### src/hdl/assert_macros.svh
// Assertion macros for the RTL.
`ifndef ASSERT_MACROS_SVH
`define ASSERT_MACROS_SVH

// Property must hold at every clock edge outside reset.
`define ASSERT_HOLDS(lbl, ck, rs, prop, msg) \
  lbl: assert property (@(posedge ck) disable iff (rs) (prop)) else $error(msg);

// Condition must never be seen outside reset.
`define ASSERT_NEVER(lbl, ck, rs, cond, msg) \
  lbl: assert property (@(posedge ck) disable iff (rs) !(cond)) else $error(msg);

`endif

### src/hdl/rgbcc_pkg.sv
`timescale 1ns / 1ps

package rgbcc_pkg;

  // Target colour codes
  typedef enum logic [2:0] {
    TGT_BLUE   = 3'd0,
    TGT_YELLOW = 3'd1,
    TGT_GREEN  = 3'd2,
    TGT_RED    = 3'd3,
    TGT_PURPLE = 3'd4
  } target_t;

  // Luminance L = 2126r + 7152g + 722b, intensity times 10^4
  localparam int LumW    = 22;
  localparam int LumR    = 2126;
  localparam int LumG    = 7152;
  localparam int LumB    = 722;

  // Thresholds, all at the luminance scale or a fixed multiple of it
  localparam int PurpleOffset = 100000;
  localparam int PurpleBand   = 300000;
  localparam int BlueBand     = 30000000;
  localparam int RedOffset    = 1500000;
  localparam int RedBrightL   = 2300000;
  localparam int RedCap       = 1000000;
  localparam int GreenOffset  = 1570000;
  localparam int GreenBand    = 30000000;
  localparam int GreenBrightL = 2000000;
  localparam int GreenCap     = 30000000;

  typedef struct packed {
    logic floor_hit;
    logic purple_pre;
    logic blue_pre;
    logic red_hit;
    logic green_pre;
  } class_flags_t;

endpackage

### src/hdl/rgbcc_ratio_tests.sv
`timescale 1ns / 1ps

module rgbcc_ratio_tests
  import rgbcc_pkg::*;
(
  input  logic [LumW-1:0] lum,
  input  logic [7:0]      r,
  input  logic [7:0]      g,
  input  logic [7:0]      b,
  output class_flags_t    flags
);

  logic signed [31:0] ls, rs, gs, bs;
  logic signed [31:0] purple_d, blue_d, green_d;
  logic               floor_r, floor_g, floor_b;
  logic               red_strong, red_bright, green_near, green_bright;

  assign ls = $signed({10'd0, lum});
  assign rs = $signed({24'd0, r});
  assign gs = $signed({24'd0, g});
  assign bs = $signed({24'd0, b});

  // Floor band: 0.75*I < c < 1.25*I, cross-multiplied
  assign floor_r = (rs * 8000 < ls) && (rs * 40000 > ls * 3);
  assign floor_g = (gs * 8000 < ls) && (gs * 40000 > ls * 3);
  assign floor_b = (bs * 8000 < ls) && (bs * 40000 > ls * 3);

  assign purple_d = gs * 10000 - ls + PurpleOffset;
  assign blue_d   = gs * 1000000 - ls * 107;
  assign green_d  = gs * 1000000 - ls * 108 - GreenOffset;

  assign red_strong   = rs * 100000 > ls * 14 - RedOffset;
  assign red_bright   = (ls > RedBrightL) && (r > 8'd250);
  assign green_near   = (green_d < GreenBand) && (green_d > -GreenBand);
  assign green_bright = (ls > GreenBrightL) && (g > 8'd225);

  always_comb begin
    flags.floor_hit  = floor_r && floor_g && floor_b;
    flags.purple_pre = (r > g) && (b > g) &&
                       (purple_d < PurpleBand) && (purple_d > -PurpleBand);
    flags.blue_pre   = (bs * 20 > gs * 21) && (bs * 20 > rs * 21) &&
                       (blue_d < BlueBand) && (blue_d > -BlueBand);
    flags.red_hit    = (rs * 10 > gs * 13) && (rs * 10 > bs * 13) &&
                       (red_strong || red_bright) &&
                       (gs * 100000 < ls * 9 + RedCap) &&
                       (bs * 100000 < ls * 9 + RedCap);
    flags.green_pre  = (gs * 10 > rs * 9) && (gs * 10 > bs * 9) &&
                       (green_near || green_bright) &&
                       (rs * 1000000 < ls * 95 + GreenCap) &&
                       (bs * 1000000 < ls * 95 + GreenCap);
  end

endmodule

### src/hdl/rgb_ratio_color_classifier.sv
`timescale 1ns / 1ps
// Pixel colour classifier, one RGB pixel in, one mask byte out.
//
// Input channel: in_valid/in_ready with red_level, green_level, blue_level.
// Output channel: out_valid/out_ready with mask_value, 255 when the pixel
// belongs to the class chosen by target_color, otherwise 0. A yellow target
// or an unused code always gives 0.
// Configuration: cfg_write_en writes cfg_write_data into target_color at the
// clock edge; write it only while no pixel is in flight.
//
// Three register stages: luminance, ratio tests, class select into the output
// register. out_valid rises once an accepted pixel has passed all three, and
// throughput is one pixel per clock while out_ready is high.
// Each stage holds when the stage after it is full and stalled, so an empty
// stage still takes a beat while out_ready is low; nothing is lost or
// repeated under backpressure.
// Reset (rst, synchronous) empties the pipeline and sets the target to blue.
`include "assert_macros.svh"

module rgb_ratio_color_classifier
  import rgbcc_pkg::*;
(
  input  logic       clk,
  input  logic       rst,
  input  logic       in_valid,
  output logic       in_ready,
  input  logic [7:0] red_level,
  input  logic [7:0] green_level,
  input  logic [7:0] blue_level,
  output logic       out_valid,
  input  logic       out_ready,
  output logic [7:0] mask_value,
  input  logic       cfg_write_en,
  input  logic [2:0] cfg_write_data
);

  logic [2:0]      target_color;
  logic            v1, v2, v3;
  logic            en1, en2, en3;
  logic [LumW-1:0] lum1;
  logic [7:0]      r1, g1, b1;
  class_flags_t    flags_next, flags2;
  logic            purple_c, blue_c, green_c, hit;
  logic [7:0]      mask;

  // Advance a stage when it is empty or the next one moves
  assign en3      = !v3 || out_ready;
  assign en2      = !v2 || en3;
  assign en1      = !v1 || en2;
  assign in_ready = en1;

  always_ff @(posedge clk) begin
    if (rst) begin
      target_color <= TGT_BLUE;
    end else if (cfg_write_en) begin
      target_color <= cfg_write_data;
    end
  end

  always_ff @(posedge clk) begin
    if (rst) begin
      v1 <= 1'b0;
      v2 <= 1'b0;
      v3 <= 1'b0;
    end else begin
      if (en1) v1 <= in_valid;
      if (en2) v2 <= v1;
      if (en3) v3 <= v2;
    end
  end

  // Stage 1: luminance
  always_ff @(posedge clk) begin
    if (en1 && in_valid) begin
      lum1 <= LumW'(red_level) * LumW'(LumR) + LumW'(green_level) * LumW'(LumG) +
              LumW'(blue_level) * LumW'(LumB);
      r1   <= red_level;
      g1   <= green_level;
      b1   <= blue_level;
    end
  end

  rgbcc_ratio_tests u_tests (
    .lum   (lum1),
    .r     (r1),
    .g     (g1),
    .b     (b1),
    .flags (flags_next)
  );

  // Stage 2: ratio test flags
  always_ff @(posedge clk) begin
    if (en2 && v1) begin
      flags2 <= flags_next;
    end
  end

  assign purple_c = flags2.purple_pre && !flags2.floor_hit;
  assign blue_c   = flags2.blue_pre && !purple_c;
  assign green_c  = flags2.green_pre && !blue_c && !purple_c && !flags2.red_hit;

  always_comb begin
    case (target_color)
      TGT_BLUE:   hit = blue_c;
      TGT_GREEN:  hit = green_c;
      TGT_RED:    hit = flags2.red_hit;
      TGT_PURPLE: hit = purple_c;
      default:    hit = 1'b0;
    endcase
  end

  // Stage 3: output register
  always_ff @(posedge clk) begin
    if (en3 && v2) begin
      mask <= hit ? 8'hFF : 8'h00;
    end
  end

  assign out_valid  = v3;
  assign mask_value = mask;

  `ASSERT_HOLDS(a_stage1_hold, clk, rst, (v1 && !en2) |=> v1, "stage 1 beat dropped")
  `ASSERT_HOLDS(a_ready_when_empty, clk, rst, !v3 |-> in_ready, "stalled with empty output")
  `ASSERT_NEVER(a_yellow_silent, clk, rst, (target_color == TGT_YELLOW) && hit, "yellow hit")

endmodule

### config.mk
export PLATFORM = sky130hd
export DESIGN_NAME = rgb_ratio_color_classifier
export DESIGN_NICKNAME = d
export VERILOG_FILES = /design/src/hdl/rgbcc_pkg.sv /design/src/hdl/rgbcc_ratio_tests.sv /design/src/hdl/rgb_ratio_color_classifier.sv
export VERILOG_INCLUDE_DIRS = /design/src /design/src/hdl
export SDC_FILE = /design/constraint.sdc
export NUM_CORES = 2
export LEC_CHECK = 0
export BUFFER_PORTS_ARGS = -buffer_cell sky130_fd_sc_hd__buf_2
export CORE_UTILIZATION = 35
export CTS_CLUSTER_DIAMETER = 30
export DETAILED_ROUTE_END_ITERATION = 6
export PLACE_DENSITY_LB_ADDON = 0.3
export SKIP_LAST_GASP = 1
export SYNTH_ARGS = -nofsm -noshare
export SYNTH_HDL_FRONTEND = slang
export SYNTH_HIERARCHICAL = 1
export SYNTH_SLANG_ARGS = --single-unit
### constraint.sdc
create_clock -name clk -period 9.8 [get_ports clk]
set_clock_uncertainty 0.1 [all_clocks]
set_input_delay 1.96 -clock clk [delete_from_list [all_inputs] [get_ports clk]]
set_output_delay 1.96 -clock clk [all_outputs]
set_load 0.01 [all_outputs]
Word level (Yosys, flattened, before mapping)
Cells that the tools add are included.
- latch bits: 0
- memories kept: 0
- flip-flop bits (word level): 65
- input port bits: 32
- ROM bits: 0
- bits in writable memories: 0
- divide/modulo/power cells: 0
- bitwise gates (word level): 0
- multiply operators: 31
- shifts and indexed selects: 0
- add/subtract/negate cells: 10
- mux-type cells: 2
- reduce and logical (&&, ||, !) cells: 43
- equality and inequality tests: 3
- magnitude comparators: 29
- operators by type and width (kind ; count):
    $gt A32 B32 Y1 ; 10
    $lt A32 B32 Y1 ; 4
    $lt A32 B23 Y1 ; 3
    $mul A8 B10 Y18 const B ; 4
    $mul A8 B14 Y22 const B ; 3
    $gt A32 B26 Y1 const B ; 2
    $lt A32 B26 Y1 const B ; 2
    $sub A32 B22 Y32 const B ; 2
    $sub A32 B32 Y32 ; 2
    $mul A8 B12 Y20 const B ; 3
    $mul A22 B7 Y29 const B ; 2
    $mul A8 B4 Y12 const B ; 4
    $mul A8 B7 Y15 const B ; 3
    $mul A8 B9 Y17 const B ; 2
    $mul A8 B3 Y11 const B ; 3
    $add A32 B18 Y32 const B ; 1
    $add A32 B21 Y32 const B ; 1
    $add A32 B26 Y32 const B ; 1
    $gt A32 B20 Y1 const B ; 1
    $lt A32 B20 Y1 const B ; 1
    $sub A32 B23 Y32 ; 1
    $logic_and A1 B1 Y1 ; 30
    $mul A22 B5 Y27 const B ; 1
    $mul A22 B4 Y26 const B ; 1
    17 further kinds ; 31

Logic depth before layout (Yosys ltp)
- depth in word-level cells: 10
- gate-level depth with buffers: 35

Cells and area by module
The synthesis kept the hierarchy.
- modules (own cells, without submodules) (module ; times used ; seq. area each (sq um) ; cells an instance ; area an instance (sq um)):
    rgbcc_ratio_tests ; 1 ; 0.0 ; 4842 ; 41496.0
    rgb_ratio_color_classifier ; 1 ; 1651.6 ; 734 ; 7380.8

Worst setup path before layout
Ideal clock, no wire load.
- kind: register to register
- from: register lum1[3]
- to: register flags2[0] in the netlist's numbering, data pin
- stages on the path, launching flop included: 29
- buffers on the path: 2
- slack: 2.213 ns
- arrival time: 7.347 ns
- setup time: 0.141 ns
- required time: 9.559 ns
- path through: edfxtp_1 -> inv_1 -> ha_1 -> fa_1 -> inv_1 -> fa_1 -> inv_1 -> ha_1 -> or4_1 -> o21ai_0 -> a21oi_1 -> a21o_1 -> a21oi_1 -> xor2_1 -> ha_1 -> clkbuf_1 -> and2_1 -> a221oi_4 -> a21oi_2 -> or4_1 -> buf_2 -> and2_0 -> or4_1 -> a211o_2 -> and4b_1 -> mux2_1 -> o22ai_1 -> a211o_1 -> a21oi_2
- RTL lines (what ; RTL line ; source):
    start, declared ; rgb_ratio_color_classifier.sv:40 ; logic [LumW-1:0] lum1;
    start signal, assigned ; rgb_ratio_color_classifier.sv:75 ; lum1 <= LumW'(red_level) * LumW'(LumR) + LumW'(green_level) * LumW'(LumG) +
    end signal, assigned ; rgb_ratio_color_classifier.sv:94 ; flags2 <= flags_next;
    end, declared ; rgb_ratio_color_classifier.sv:42 ; class_flags_t flags_next, flags2;

==> impl_metrics.yaml <==
finish:
  area_growth_pct: 6.41
  fillers: 14100
  finalNetCount: 7463
  final_common_cell: "ha_1"
  final_cell_mix: "ha_1, inv_1, fa_1, a21oi_1, xnor2_1"
  multi_input_area_um2: 43300
  drive_gt1_share_pct: 3.41
  seqCellArea_um2: 1650
floorplan:
  coreArea_um2: 138000
  io_pins: 42
  initial_core_util_pct: 35.4
  die-area_um2: 141000
  fp.dieW_um: 376
  num_rows: 136
  die_h_um: 376
critical_path:
  crit_path_start_kind: "register"
  arrival_ns: 8.57
  cp_slowest_cell: "edfxtp_1"
  crit_type: "register to register"
  critical_path.endpoint_type: "register"
  cpPeakStageDelay_ns: 0.77
  path_max_fanout: 14
  required_ns: 9.96
route:
  drt_iter0_drc: 2504
  ant_nets: 0
  via_per_inst: 5.29
  post-route-drc-count: 0
  drt_pass1_iterations: 7
  wl_per_cell_um: 20.2
  detail_route.wirelength_um: 152000
  num_vias: 39800
yosys:
  syn_avg_cell_area_um2: 8.77
  ys_seq_area_share_pct: 3.38
  synth-edff-count: 51
  synthTopCellsByArea: "ha_1, fa_1, inv_1, xnor2_1, a21oi_1"
  synth_top_area_cell: "ha_1"
  synth_top_area_share_pct: 33.5
  synth_area_um2: 48900
  ys_ff_latch: 57
  netlist_instances: 5576
  yosysWarnings: 6
  async_flop_share_pct: 0
  synth.distinct_cells: 102
  synth_flop_cell: "edfxtp_1"
placed_design:
  port_buffers: 41
  hpwlAfterDp_um: 131000
  place.gp.congestion: 0.939
clock_network:
  cts_max_level: 3
  cts_resized: 0
  clockRootBuffer: "clkbuf_16"
  cts_tree: "built"
  clk_pin_slew_ns: 0.06
  cts_buffers: 9
  postCtsSetupRepairBufs: 0
  cts_hold_buffers: 0
  clock_latency_ns: 0.42
  clkSinkCount: 57
  clk_path_buf_depth: 2
sta:
  fin_tns_setup_ns: 0
  max_freq_mhz: 119
  fin_crit_sh_pct: 85.9
  tightest_slew_ns: 1.13
  rsz0062_at_grt: "no"
  slew_headroom_pct: 23.9
  min_period_ns: 8.41
  setup_viol: 0
  hold_viol: 0
  finalMaxSlewViolations: 0
grt:
  overflow: 0
  globalRouteTotalUtil_pct: 21.7
  antenna_found_initial: 1
  grt_pass1_wl_um: 235000
  grt_pass1_vias: 40000
  grt_max_degree: 46
run_status:
  status: "finished clean"
worst_hold_path:
  hp-class: "register to register"
job:
  maxCapViolCount: 0
## per-layer routing
| metal | vias to the layer above | routed length (um) | track usage (%) |
|---|---|---|---|
| met1 | 19200 | 70700 | 29.2 |
| li1 | 19500 | - | - |
| met3 | 195 | 6260 | 2.04 |
| met4 | 0 | 5570 | 7.09 |
| met2 | 881 | 69400 | 36.1 |
| met5 | - | 0 | 0 |
## through the flow
| stage | std cells | hold slack (ns) | cell area, um2 | setup slack [ns] | utilization [%] |
|---|---|---|---|---|---|
| final | 7523 | 0.436 | 52000 | 1.39 | 37.7 |
| after global routing | 7522 | 0.463 | 52000 | 0.603 | 37.7 |
| after CTS | 7522 | 0.438 | 52000 | 1.41 | 37.7 |
| after detailed placement | 7507 | 0.428 | 51700 | 1.44 | 37.5 |
| after global placement | 7506 | 0.418 | 51700 | 1.54 | 37.5 |
| after floorplan | 5587 | 0.376 | 48900 | 2.21 | - |
## logic make-up (layout without fill, tap and decap cells)
logic type,count (synthesis),in the layout,share of synthesized area [%]
AO/OA/AOI/OAI,1280,1280,17.3
XOR/XNOR,456,456,8.20
adder cells (fa/ha/maj),1776,1776,52.6
buffers and inverters,1049,1121,8.16
flip-flops,57,57,3.38
multiplexers,17,17,0.351
other,1,13,0.00767
AND/OR/NAND/NOR,940,940,10.0
## final cells by class
type,instances,share of cell area (%)
diodes,1,0.00481
clock buffers,9,0.433
clock inverters,6,0.161
inverters,1007,7.27
multi-input cells,4481,83.2
flip-flops and latches,57,3.18
well taps,1863,4.48
repair buffers,99,1.23
## Yosys cell counts (71+ instances only)
cell and instances:
ha_1 1310, inv_1 1004, fa_1 466, a21oi_1 339
xnor2_1 296, o21ai_0 220, a21o_1 213, nor2_1 204
xor2_1 158, nand2_1 155, nor3_1 103, nand3_1 79
nand4_1 78, o21bai_1 71
## flip-flops by register name, summed over array words and instances, names as in the netlist
name          count
target_color      3
mask_value        1
flags2            5
b1                8
lum1             21
out_valid         1
g1                8
v2                1
v1                1
r1                8
## final timing paths
path                                       from               to  slack [ns]  cells after the start
worst min register to register  target_color[2]  target_color[2]        0.44                      2
worst min-delay path            target_color[2]  target_color[2]        0.44                      2
worst max-delay path                    lum1[2]        flags2[0]        1.39                     33
worst max register to register          lum1[2]        flags2[0]        1.39                     33
## worst max-delay path: cells and delay by family, from the launching register on
kind / cells / cell delay (ns)
AO/OA/AOI/OAI: 11 / 2.27
AND/OR/NAND/NOR: 8 / 1.97
adder cells (fa/ha/maj): 5 / 1.92
flip-flops: 1 / 0.77
buffers and inverters: 6 / 0.74
XOR/XNOR: 2 / 0.36
multiplexers: 1 / 0.12
Power is not shown: default switching activity piles up to over one toggle a cycle in this logic, so the estimate is an artifact.
